<file path="config.mk">
export PLATFORM = sky130hd
export DESIGN_NAME = signature_hit_counter_core_flat
export DESIGN_NICKNAME = d
export VERILOG_FILES = /design/src/shc_pkg.sv /design/src/shc_stream_if.sv /design/src/signature_hit_counter_core.sv /design/src/flat_wrapper.sv
export SDC_FILE = /design/constraint.sdc
export NUM_CORES = 1
export LEC_CHECK = 0
export ABC_AREA = 1
export BUFFER_PORTS_ARGS = -buffer_cell sky130_fd_sc_hd__buf_2
export CELL_PAD_IN_SITES_DETAIL_PLACEMENT = 1
export CELL_PAD_IN_SITES_GLOBAL_PLACEMENT = 1
export CORE_ASPECT_RATIO = 0.6
export CORE_UTILIZATION = 44
export DETAILED_ROUTE_END_ITERATION = 7
export PLACE_DENSITY = 0.84
export SLEW_MARGIN = 15
export SYNTH_ARGS = -nofsm -noshare
export SYNTH_HDL_FRONTEND = slang
export SYNTH_SLANG_ARGS = --single-unit
export TNS_END_PERCENT = 5
</file>
<file path="constraint.sdc">
create_clock -name clk_i -period 2.6 [get_ports clk_i]
set_input_delay 0.26 -clock clk_i [delete_from_list [all_inputs] [get_ports clk_i]]
set_output_delay 0.26 -clock clk_i [all_outputs]
set_load 0.02 [all_outputs]
</file>
<file path="src/shc_pkg.sv">
// ----------------------------------------------------------------------------
// Signature hit counter package
// Beat types, register indexes and default sizes shared by the block.
// ----------------------------------------------------------------------------
package shc_pkg;

  localparam int unsigned MAX_SIG_LEN_DFLT   = 5;
  localparam int unsigned HIT_COUNT_MAX_DFLT = 15;

  localparam int unsigned CFG_IDX_W  = 2;
  localparam int unsigned CFG_DATA_W = 40;
  localparam int unsigned SIG_LEN_W  = 3;
  localparam int unsigned MIN_HITS_W = 4;
  localparam int unsigned HIT_TOT_W  = 4;

  localparam logic [CFG_IDX_W-1:0] REG_SIGNATURE_BYTES  = 2'd0;
  localparam logic [CFG_IDX_W-1:0] REG_SIGNATURE_LENGTH = 2'd1;
  localparam logic [CFG_IDX_W-1:0] REG_MIN_HITS         = 2'd2;

  localparam logic [SIG_LEN_W-1:0]  SIG_LEN_RESET  = 3'd3;
  localparam logic [MIN_HITS_W-1:0] MIN_HITS_RESET = 4'd1;

  typedef struct packed {
    logic [7:0] rom_byte;
    logic       last_byte;
  } byte_beat_t;

  typedef struct packed {
    logic                 found;
    logic [HIT_TOT_W-1:0] hit_total;
  } result_beat_t;

  typedef struct packed {
    logic [CFG_IDX_W-1:0]  reg_index;
    logic [CFG_DATA_W-1:0] wdata;
  } cfg_beat_t;

endpackage

</file>
<file path="src/shc_stream_if.sv">
// ----------------------------------------------------------------------------
// Signature hit counter stream interface
// Valid/ready channel with a typed payload; a beat moves when both are high.
// ----------------------------------------------------------------------------
interface shc_stream_if #(
  parameter type payload_t = logic
);

  logic     valid;
  logic     ready;
  payload_t payload;

  modport source (
    output valid,
    output payload,
    input  ready
  );

  modport sink (
    input  valid,
    input  payload,
    output ready
  );

endinterface

</file>
<file path="src/signature_hit_counter_core.sv">
// ----------------------------------------------------------------------------
// Signature hit counter core
// Counts leftmost, non-overlapping matches of a configured byte signature in
// a stream of image bytes and reports the total on the final byte.
// ----------------------------------------------------------------------------
// The block takes one image byte per cycle unless stalled: the window shift,
// the signature compare and the counter update all complete in the cycle the
// beat is accepted, and the result for the final byte appears in the output
// register on the next cycle. A new byte is taken while a result waits, as
// long as the output register is free or being emptied in the same cycle.
// Configuration is written through its own channel, which is always ready.
module signature_hit_counter_core #(
  parameter int unsigned MAX_SIG_LEN   = shc_pkg::MAX_SIG_LEN_DFLT,
  parameter int unsigned HIT_COUNT_MAX = shc_pkg::HIT_COUNT_MAX_DFLT
) (
  input logic         clk_i,
  input logic         rst_ni,
  shc_stream_if.sink   cfg_chan_i,
  shc_stream_if.sink   byte_chan_i,
  shc_stream_if.source result_chan_o
);

  import shc_pkg::*;

  localparam int unsigned SIG_W  = 8 * MAX_SIG_LEN;
  localparam int unsigned LEN_W  = $clog2(MAX_SIG_LEN + 1);
  localparam int unsigned HCNT_W = $clog2(HIT_COUNT_MAX + 1);
  localparam int unsigned CMP_W  = (HCNT_W > MIN_HITS_W) ? HCNT_W : MIN_HITS_W;

  logic [SIG_W-1:0]      sig_q;
  logic [SIG_LEN_W-1:0]  sig_len_q;
  logic [MIN_HITS_W-1:0] min_hits_q;

  logic [SIG_W-1:0]  win_q, win_d;
  logic [LEN_W-1:0]  fill_q, fill_d;
  logic [LEN_W-1:0]  skip_q, skip_d;
  logic [HCNT_W-1:0] hits_q, hits_d;

  logic               res_valid_q;
  result_beat_t       res_q;
  result_beat_t       res_d;

  logic [LEN_W-1:0]     eff_len;
  logic [MAX_SIG_LEN:0] match_len;
  logic                 hit;
  logic                 cfg_fire;
  logic                 in_fire;
  logic                 out_fire;
  logic [CMP_W-1:0]     hits_ext;
  logic [CMP_W-1:0]     min_ext;

  assign cfg_chan_i.ready = 1'b1;
  assign cfg_fire         = cfg_chan_i.valid;

  always_ff @(posedge clk_i or negedge rst_ni) begin
    if (!rst_ni) begin
      sig_q      <= '0;
      sig_len_q  <= SIG_LEN_RESET;
      min_hits_q <= MIN_HITS_RESET;
    end else if (cfg_fire) begin
      case (cfg_chan_i.payload.reg_index)
        REG_SIGNATURE_BYTES:  sig_q      <= SIG_W'(cfg_chan_i.payload.wdata);
        REG_SIGNATURE_LENGTH: sig_len_q  <= cfg_chan_i.payload.wdata[SIG_LEN_W-1:0];
        REG_MIN_HITS:         min_hits_q <= cfg_chan_i.payload.wdata[MIN_HITS_W-1:0];
        default: ;
      endcase
    end
  end

  assign out_fire          = res_valid_q && result_chan_o.ready;
  assign byte_chan_i.ready = !res_valid_q || result_chan_o.ready;
  assign in_fire           = byte_chan_i.valid && byte_chan_i.ready;

  always_comb begin
    if (sig_len_q == '0) begin
      eff_len = LEN_W'(1);
    end else if (32'(sig_len_q) > MAX_SIG_LEN) begin
      eff_len = LEN_W'(MAX_SIG_LEN);
    end else begin
      eff_len = LEN_W'(sig_len_q);
    end
  end

  assign win_d  = SIG_W'({win_q, byte_chan_i.payload.rom_byte});
  assign fill_d = (32'(fill_q) < MAX_SIG_LEN) ? fill_q + LEN_W'(1) : fill_q;

  // The newest byte sits in the low lane and lines up with the last
  // signature byte in use.
  always_comb begin
    match_len[0] = 1'b0;
    for (int l = 1; l <= MAX_SIG_LEN; l++) begin
      match_len[l] = 1'b1;
      for (int k = 0; k < l; k++) begin
        if (win_d[8*(l-1-k) +: 8] != sig_q[8*k +: 8]) begin
          match_len[l] = 1'b0;
        end
      end
    end
  end

  assign hit = (fill_d >= eff_len) && match_len[eff_len];

  always_comb begin
    skip_d = skip_q;
    hits_d = hits_q;
    if (skip_q != '0) begin
      skip_d = skip_q - LEN_W'(1);
    end else if (hit) begin
      skip_d = eff_len;
      if (32'(hits_q) < HIT_COUNT_MAX) begin
        hits_d = hits_q + HCNT_W'(1);
      end
    end
  end

  assign hits_ext        = CMP_W'(hits_q);
  assign min_ext         = CMP_W'(min_hits_q);
  assign res_d.found     = hits_ext >= min_ext;
  assign res_d.hit_total = hits_ext[HIT_TOT_W-1:0];

  always_ff @(posedge clk_i or negedge rst_ni) begin
    if (!rst_ni) begin
      win_q  <= '0;
      fill_q <= '0;
      skip_q <= '0;
      hits_q <= '0;
    end else if (in_fire) begin
      if (byte_chan_i.payload.last_byte) begin
        win_q  <= '0;
        fill_q <= '0;
        skip_q <= '0;
        hits_q <= '0;
      end else begin
        win_q  <= win_d;
        fill_q <= fill_d;
        skip_q <= skip_d;
        hits_q <= hits_d;
      end
    end
  end

  always_ff @(posedge clk_i or negedge rst_ni) begin
    if (!rst_ni) begin
      res_valid_q <= 1'b0;
    end else if (in_fire && byte_chan_i.payload.last_byte) begin
      res_valid_q <= 1'b1;
    end else if (out_fire) begin
      res_valid_q <= 1'b0;
    end
  end

  always_ff @(posedge clk_i) begin
    if (in_fire && byte_chan_i.payload.last_byte) begin
      res_q <= res_d;
    end
  end

  assign result_chan_o.valid   = res_valid_q;
  assign result_chan_o.payload = res_q;

endmodule

</file>
<file path="src/flat_wrapper.sv">
// flat-port wrapper written by rule: the top's interface ports become plain ports
module signature_hit_counter_core_flat import shc_pkg::*;
#(
  parameter int unsigned MAX_SIG_LEN   = shc_pkg::MAX_SIG_LEN_DFLT,
  parameter int unsigned HIT_COUNT_MAX = shc_pkg::HIT_COUNT_MAX_DFLT
)
  (clk_i, rst_ni, cfg_chan_i_valid, cfg_chan_i_payload, cfg_chan_i_ready, byte_chan_i_valid, byte_chan_i_payload, byte_chan_i_ready, result_chan_o_valid, result_chan_o_payload, result_chan_o_ready);
  shc_stream_if #(.payload_t(cfg_beat_t)) cfg_chan_i_i ();
  shc_stream_if #(.payload_t(byte_beat_t)) byte_chan_i_i ();
  shc_stream_if #(.payload_t(result_beat_t)) result_chan_o_i ();
  input logic clk_i;
  input logic rst_ni;
  input wire logic [$bits(cfg_chan_i_i.valid)-1:0] cfg_chan_i_valid;
  input wire logic [$bits(cfg_chan_i_i.payload)-1:0] cfg_chan_i_payload;
  output wire logic [$bits(cfg_chan_i_i.ready)-1:0] cfg_chan_i_ready;
  input wire logic [$bits(byte_chan_i_i.valid)-1:0] byte_chan_i_valid;
  input wire logic [$bits(byte_chan_i_i.payload)-1:0] byte_chan_i_payload;
  output wire logic [$bits(byte_chan_i_i.ready)-1:0] byte_chan_i_ready;
  output wire logic [$bits(result_chan_o_i.valid)-1:0] result_chan_o_valid;
  output wire logic [$bits(result_chan_o_i.payload)-1:0] result_chan_o_payload;
  input wire logic [$bits(result_chan_o_i.ready)-1:0] result_chan_o_ready;
  assign cfg_chan_i_i.valid = cfg_chan_i_valid;
  assign cfg_chan_i_i.payload = cfg_chan_i_payload;
  assign cfg_chan_i_ready = cfg_chan_i_i.ready;
  assign byte_chan_i_i.valid = byte_chan_i_valid;
  assign byte_chan_i_i.payload = byte_chan_i_payload;
  assign byte_chan_i_ready = byte_chan_i_i.ready;
  assign result_chan_o_valid = result_chan_o_i.valid;
  assign result_chan_o_payload = result_chan_o_i.payload;
  assign result_chan_o_i.ready = result_chan_o_ready;
  signature_hit_counter_core #(.MAX_SIG_LEN(MAX_SIG_LEN), .HIT_COUNT_MAX(HIT_COUNT_MAX)) u_core (.clk_i(clk_i), .rst_ni(rst_ni), .cfg_chan_i(cfg_chan_i_i), .byte_chan_i(byte_chan_i_i), .result_chan_o(result_chan_o_i));
endmodule
</file>
==> summary.md <==
| Metric | Value |
|---|---|
| Die W | `between 100 and 150 um` |
| Initial antenna violation count | `0` |
| Reg2Reg Launch Point | `u_core.sig_len_q[2]` |
| CP Class | `register to register` |
| Cell count after synthesis | `735` |
| Max-Cap Viols | `0` |
| Final net count | `847` |
| Leak | `between 3 and 4 nW` |
| Clock sink total | `95` |
| Min Clock Period, post-route | `2.152 ns` |
| Crit-path max cell delay | `0.47 ns` |
| Hold Path Cell Cnt | `2` |
| Total die area | `~13000 um2` |
| Port Buf Inserts | `between 60 and 70` |
| Hold endpoint | `u_core.sig_q[35]` |
| Period utilization | `82.75%` |
| 1st-iter DRT viols | `321` |
| Fmax achieved | `464.8 MHz` |
| Antenna Cells | `0` |
| Total Wirelength | `17.52 mm` |
| Total GRT Usage | `between 20% and 30%` |
| CP required | `2.90 ns` |
| First-pass GRT wire length | `about 29 mm` |
| Seq cells post-synth | `95` |
| GPL Wtd Cong | `0.8969` |
| Post-Syn Area | `5662 um2` |
| Synth Warn # | `0` |
| Hold_buf cts | `1` |
| Final setup vio count | `0` |
| Worst Max-Slew Pin Slew | `between 0.5 and 0.6 ns` |
| Clock Latency Late Sink | `~0.36 ns` |
| Site row count | `31` |
| Startpoint Class | `register` |
| Reg2reg end | `u_core.skip_q[0]` |
| DR pass1 iterations | `5` |
| TritonCTS Buffers | `9` |
| Total grt overflow | `0` |
| Drt wl/cell | `18.42 um` |
| Synthesized Nets | `801` |
| Syn_area_per_cell | `7.703 um2` |
| Sum of negative setup slack | `0 ns` |
| Antenna violation net count after detailed routing | `0` |
| Post-detail-place hpwl | `around 13 mm` |
| Final hold vios | `0` |
| Final Core Density | `between 50% and 60%` |
| Fill cell count | `1536` |
| Critical path peak fanout | `7` |
| Crit path top cell by count | `nand2_1` |
| Die span in y | `~90 um` |
| Area Overhead vs Synth | `12.84%` |
| Core Region | `12300 um2` |
| Layout Skew | `0.01128 ns` |
| Vias/cell | `approximately 5.4` |
| Synth Flop Type | `dfrtp_1` |
| RSZ-0062 raised after global routing | `false` |
| Status | `finished clean` |
| Starting Density | `46.05%` |
| CTS tree | `built` |
| Residual DRC | `0` |
| Worst Reg-to-Reg Cells | `11` |
| Num ports | `64` |
| Clock transition at the registers of the reported paths | `0.07 ns` |
| Htree depth | `3` |
| Slew Limit Fails | `0` |
| Post-CTS sizing | `0` |
| Fraction of registers with async set/reset | `94.74%` |
| HP Class | `input port to register` |
| CTS Root Cell | `clkbuf_16` |
| Vias in the first global route | `5285` |
| Hold Crit Start | `cfg_chan_i_payload[35]` |
| Power per Cell Area | `approximately 760 nW/um2` |
| Layout cells sized above 1 | `approximately 17%` |
| Peak VDD IR | `0.3920 mV` |
| Vias | `between 5000 and 6000` |
| Worst path cell trace | `a21oi_1, o21ai_2, ha_1, nor3_1, o21ai_0, a21o_1, nand3_2, nand2_2, nand2_1, nand2_1, nand2_1` |
| Slowest-stage cell, CP | `dfrtp_1` |
| Setup bufs post-CTS | `0` |
| Max transition margin | `between 60% and 70%` |
| Setup crit end kind | `register` |
| Crit path arrival time | `2.45 ns` |
| R2r setup slk | `between 0.4 and 0.5 ns` |
| Netlist cell types | `33` |
| Longest Clk Path Bufs | `2` |
| Largest net degree at the start of global routing | `52` |
| Post-synth EDFFs | `5` |
| Seq/Total Area, Yosys | `42.50%` |
[kinds of logic after synthesis]
logic type | count (synthesis) | share of synthesized area [%]
simple gates | 332 | 23.49
xor+xnor | 72 | 11.14
compound gates | 88 | 8.928
buf+inv | 122 | 8.685
mux | 15 | 2.983
other cells | 1 | 0.06623
fa+ha+maj | 10 | 2.210
flops | 95 | 42.50
[metal layers]
layer / track usage, % / wire length [um] / vias to the layer above
met2: 41.20 / 7505 / 193
met3: 6.497 / 1247 / 29
met4: 9.450 / 291 / 0
met5: 0 / 0 / -
met1: 40.90 / 8475 / 2500
li1: - / - / 2387
[layout by cell type (no fill, tap or decap), types with 2 or more instances in the layout]
cell type,Yosys,routed
edfxtp_1,5,5
nand2_1,213,212
buf_12,0,2
buf_4,4,4
nor2_1,82,82
nor3_1,4,4
clkinv_4,0,2
buf_2,15,61
inv_1,67,67
o22ai_1,32,32
dfrtp_1,87,87
clkinv_1,1,2
clkbuf_16,0,9
nand4_1,10,10
nand2_4,2,2
dfstp_2,3,3
a21oi_1,26,26
xnor2_1,45,45
ha_1,10,10
nand2_2,2,3
o211ai_1,2,2
nand3_1,15,15
mux2_2,15,15
inv_2,21,21
xor2_1,27,27
o21ai_0,24,24
clkinv_2,0,2
[power by group]
group	total, mW	internal (mW)	switching (mW)	leakage [nW]
sequential	2.05	1.73	0.323	1.16
clock	1.34	0.743	0.596	0.144
combinational	1.44	0.565	0.870	1.83
[cells in the mapped netlist, types with 2 or more instances]
| cell type | count | area share (%) |
|---|---|---|
| dfrtp_1 | 87 | 38 |
| o21ai_0 | 24 | 2.1 |
| nand2_1 | 213 | 14 |
| inv_1 | 67 | 4.4 |
| nor3_1 | 4 | 0.35 |
| nand4_1 | 10 | 1.1 |
| clkbuf_1 | 14 | 0.93 |
| xor2_1 | 27 | 4.2 |
| xnor2_1 | 45 | 7.0 |
| ha_1 | 10 | 2.2 |
| buf_2 | 15 | 1.3 |
| nand2_2 | 2 | 0.22 |
| o211ai_1 | 2 | 0.27 |
| a21oi_1 | 26 | 2.3 |
| buf_4 | 4 | 0.53 |
| mux2_2 | 15 | 3.0 |
| edfxtp_1 | 5 | 2.7 |
| dfstp_2 | 3 | 1.4 |
| o22ai_1 | 32 | 3.5 |
| nand3_1 | 15 | 1.3 |
| nor2_1 | 82 | 5.4 |
| nand2_4 | 2 | 0.40 |
| inv_2 | 21 | 1.4 |
[critical path: cells and delay by family, from the launching register on]
| family | cells | cell delay, ns |
|---|---|---|
| fa+ha+maj | 1 | 0.34 |
| compound gates | 4 | 0.64 |
| flops | 1 | 0.47 |
| simple gates | 6 | 0.64 |
[layout make-up]
cell class | instances | area [um2] | area share, %
Multi-Input combinational cell | 518 | 2766 | 43.30
Timing Repair Buffer | 68 | 385.4 | 6.032
Clock buffer | 10 | 229.0 | 3.584
Tap cell | 165 | 206.4 | 3.231
Sequential cell | 95 | 2406 | 37.66
Inverter | 89 | 334.1 | 5.229
Clock inverter | 6 | 61.31 | 0.9597
[state kept, by name (all words and copies together) (netlist names), 3 cells and up]
register and cells:
u_core.hits_ext 4, u_core.skip_q 3, u_core.sig_q 40, u_core.sig_len_q 3, u_core.result_chan_o.payload 5, u_core.win_q 32
u_core.fill_q 3, u_core.min_ext 4
[metrics by stage]
stage	hold slack [ns]	power [mW]	cells	setup WS [ns]	area, um2
3_5_place_dp	0.2831	3.471	934	0.5002	6088
2_1_floorplan	-0.03559	2.983	735	0.7864	5662
3_3_place_gp	0.2836	3.359	934	0.6338	6088
4_1_cts	0.1209	4.832	951	0.4422	6389
5_1_grt	0.1271	5.101	951	0.2967	6389
6_report	0.1303	4.827	951	0.4484	6389
[worst max-delay path by stage]
stage / from / end
final: u_core.sig_len_q[2] / u_core.skip_q[0]
after global routing: u_core.fill_q[1] / u_core.skip_q[0]
after CTS: u_core.fill_q[0] / u_core.skip_q[0]
after detailed placement: u_core.fill_q[0] / u_core.skip_q[0]
after global placement: u_core.sig_len_q[2] / u_core.skip_q[1]
after floorplan: u_core.sig_len_q[2] / u_core.hits_ext[0]
Power figures use the tool's default switching activity.
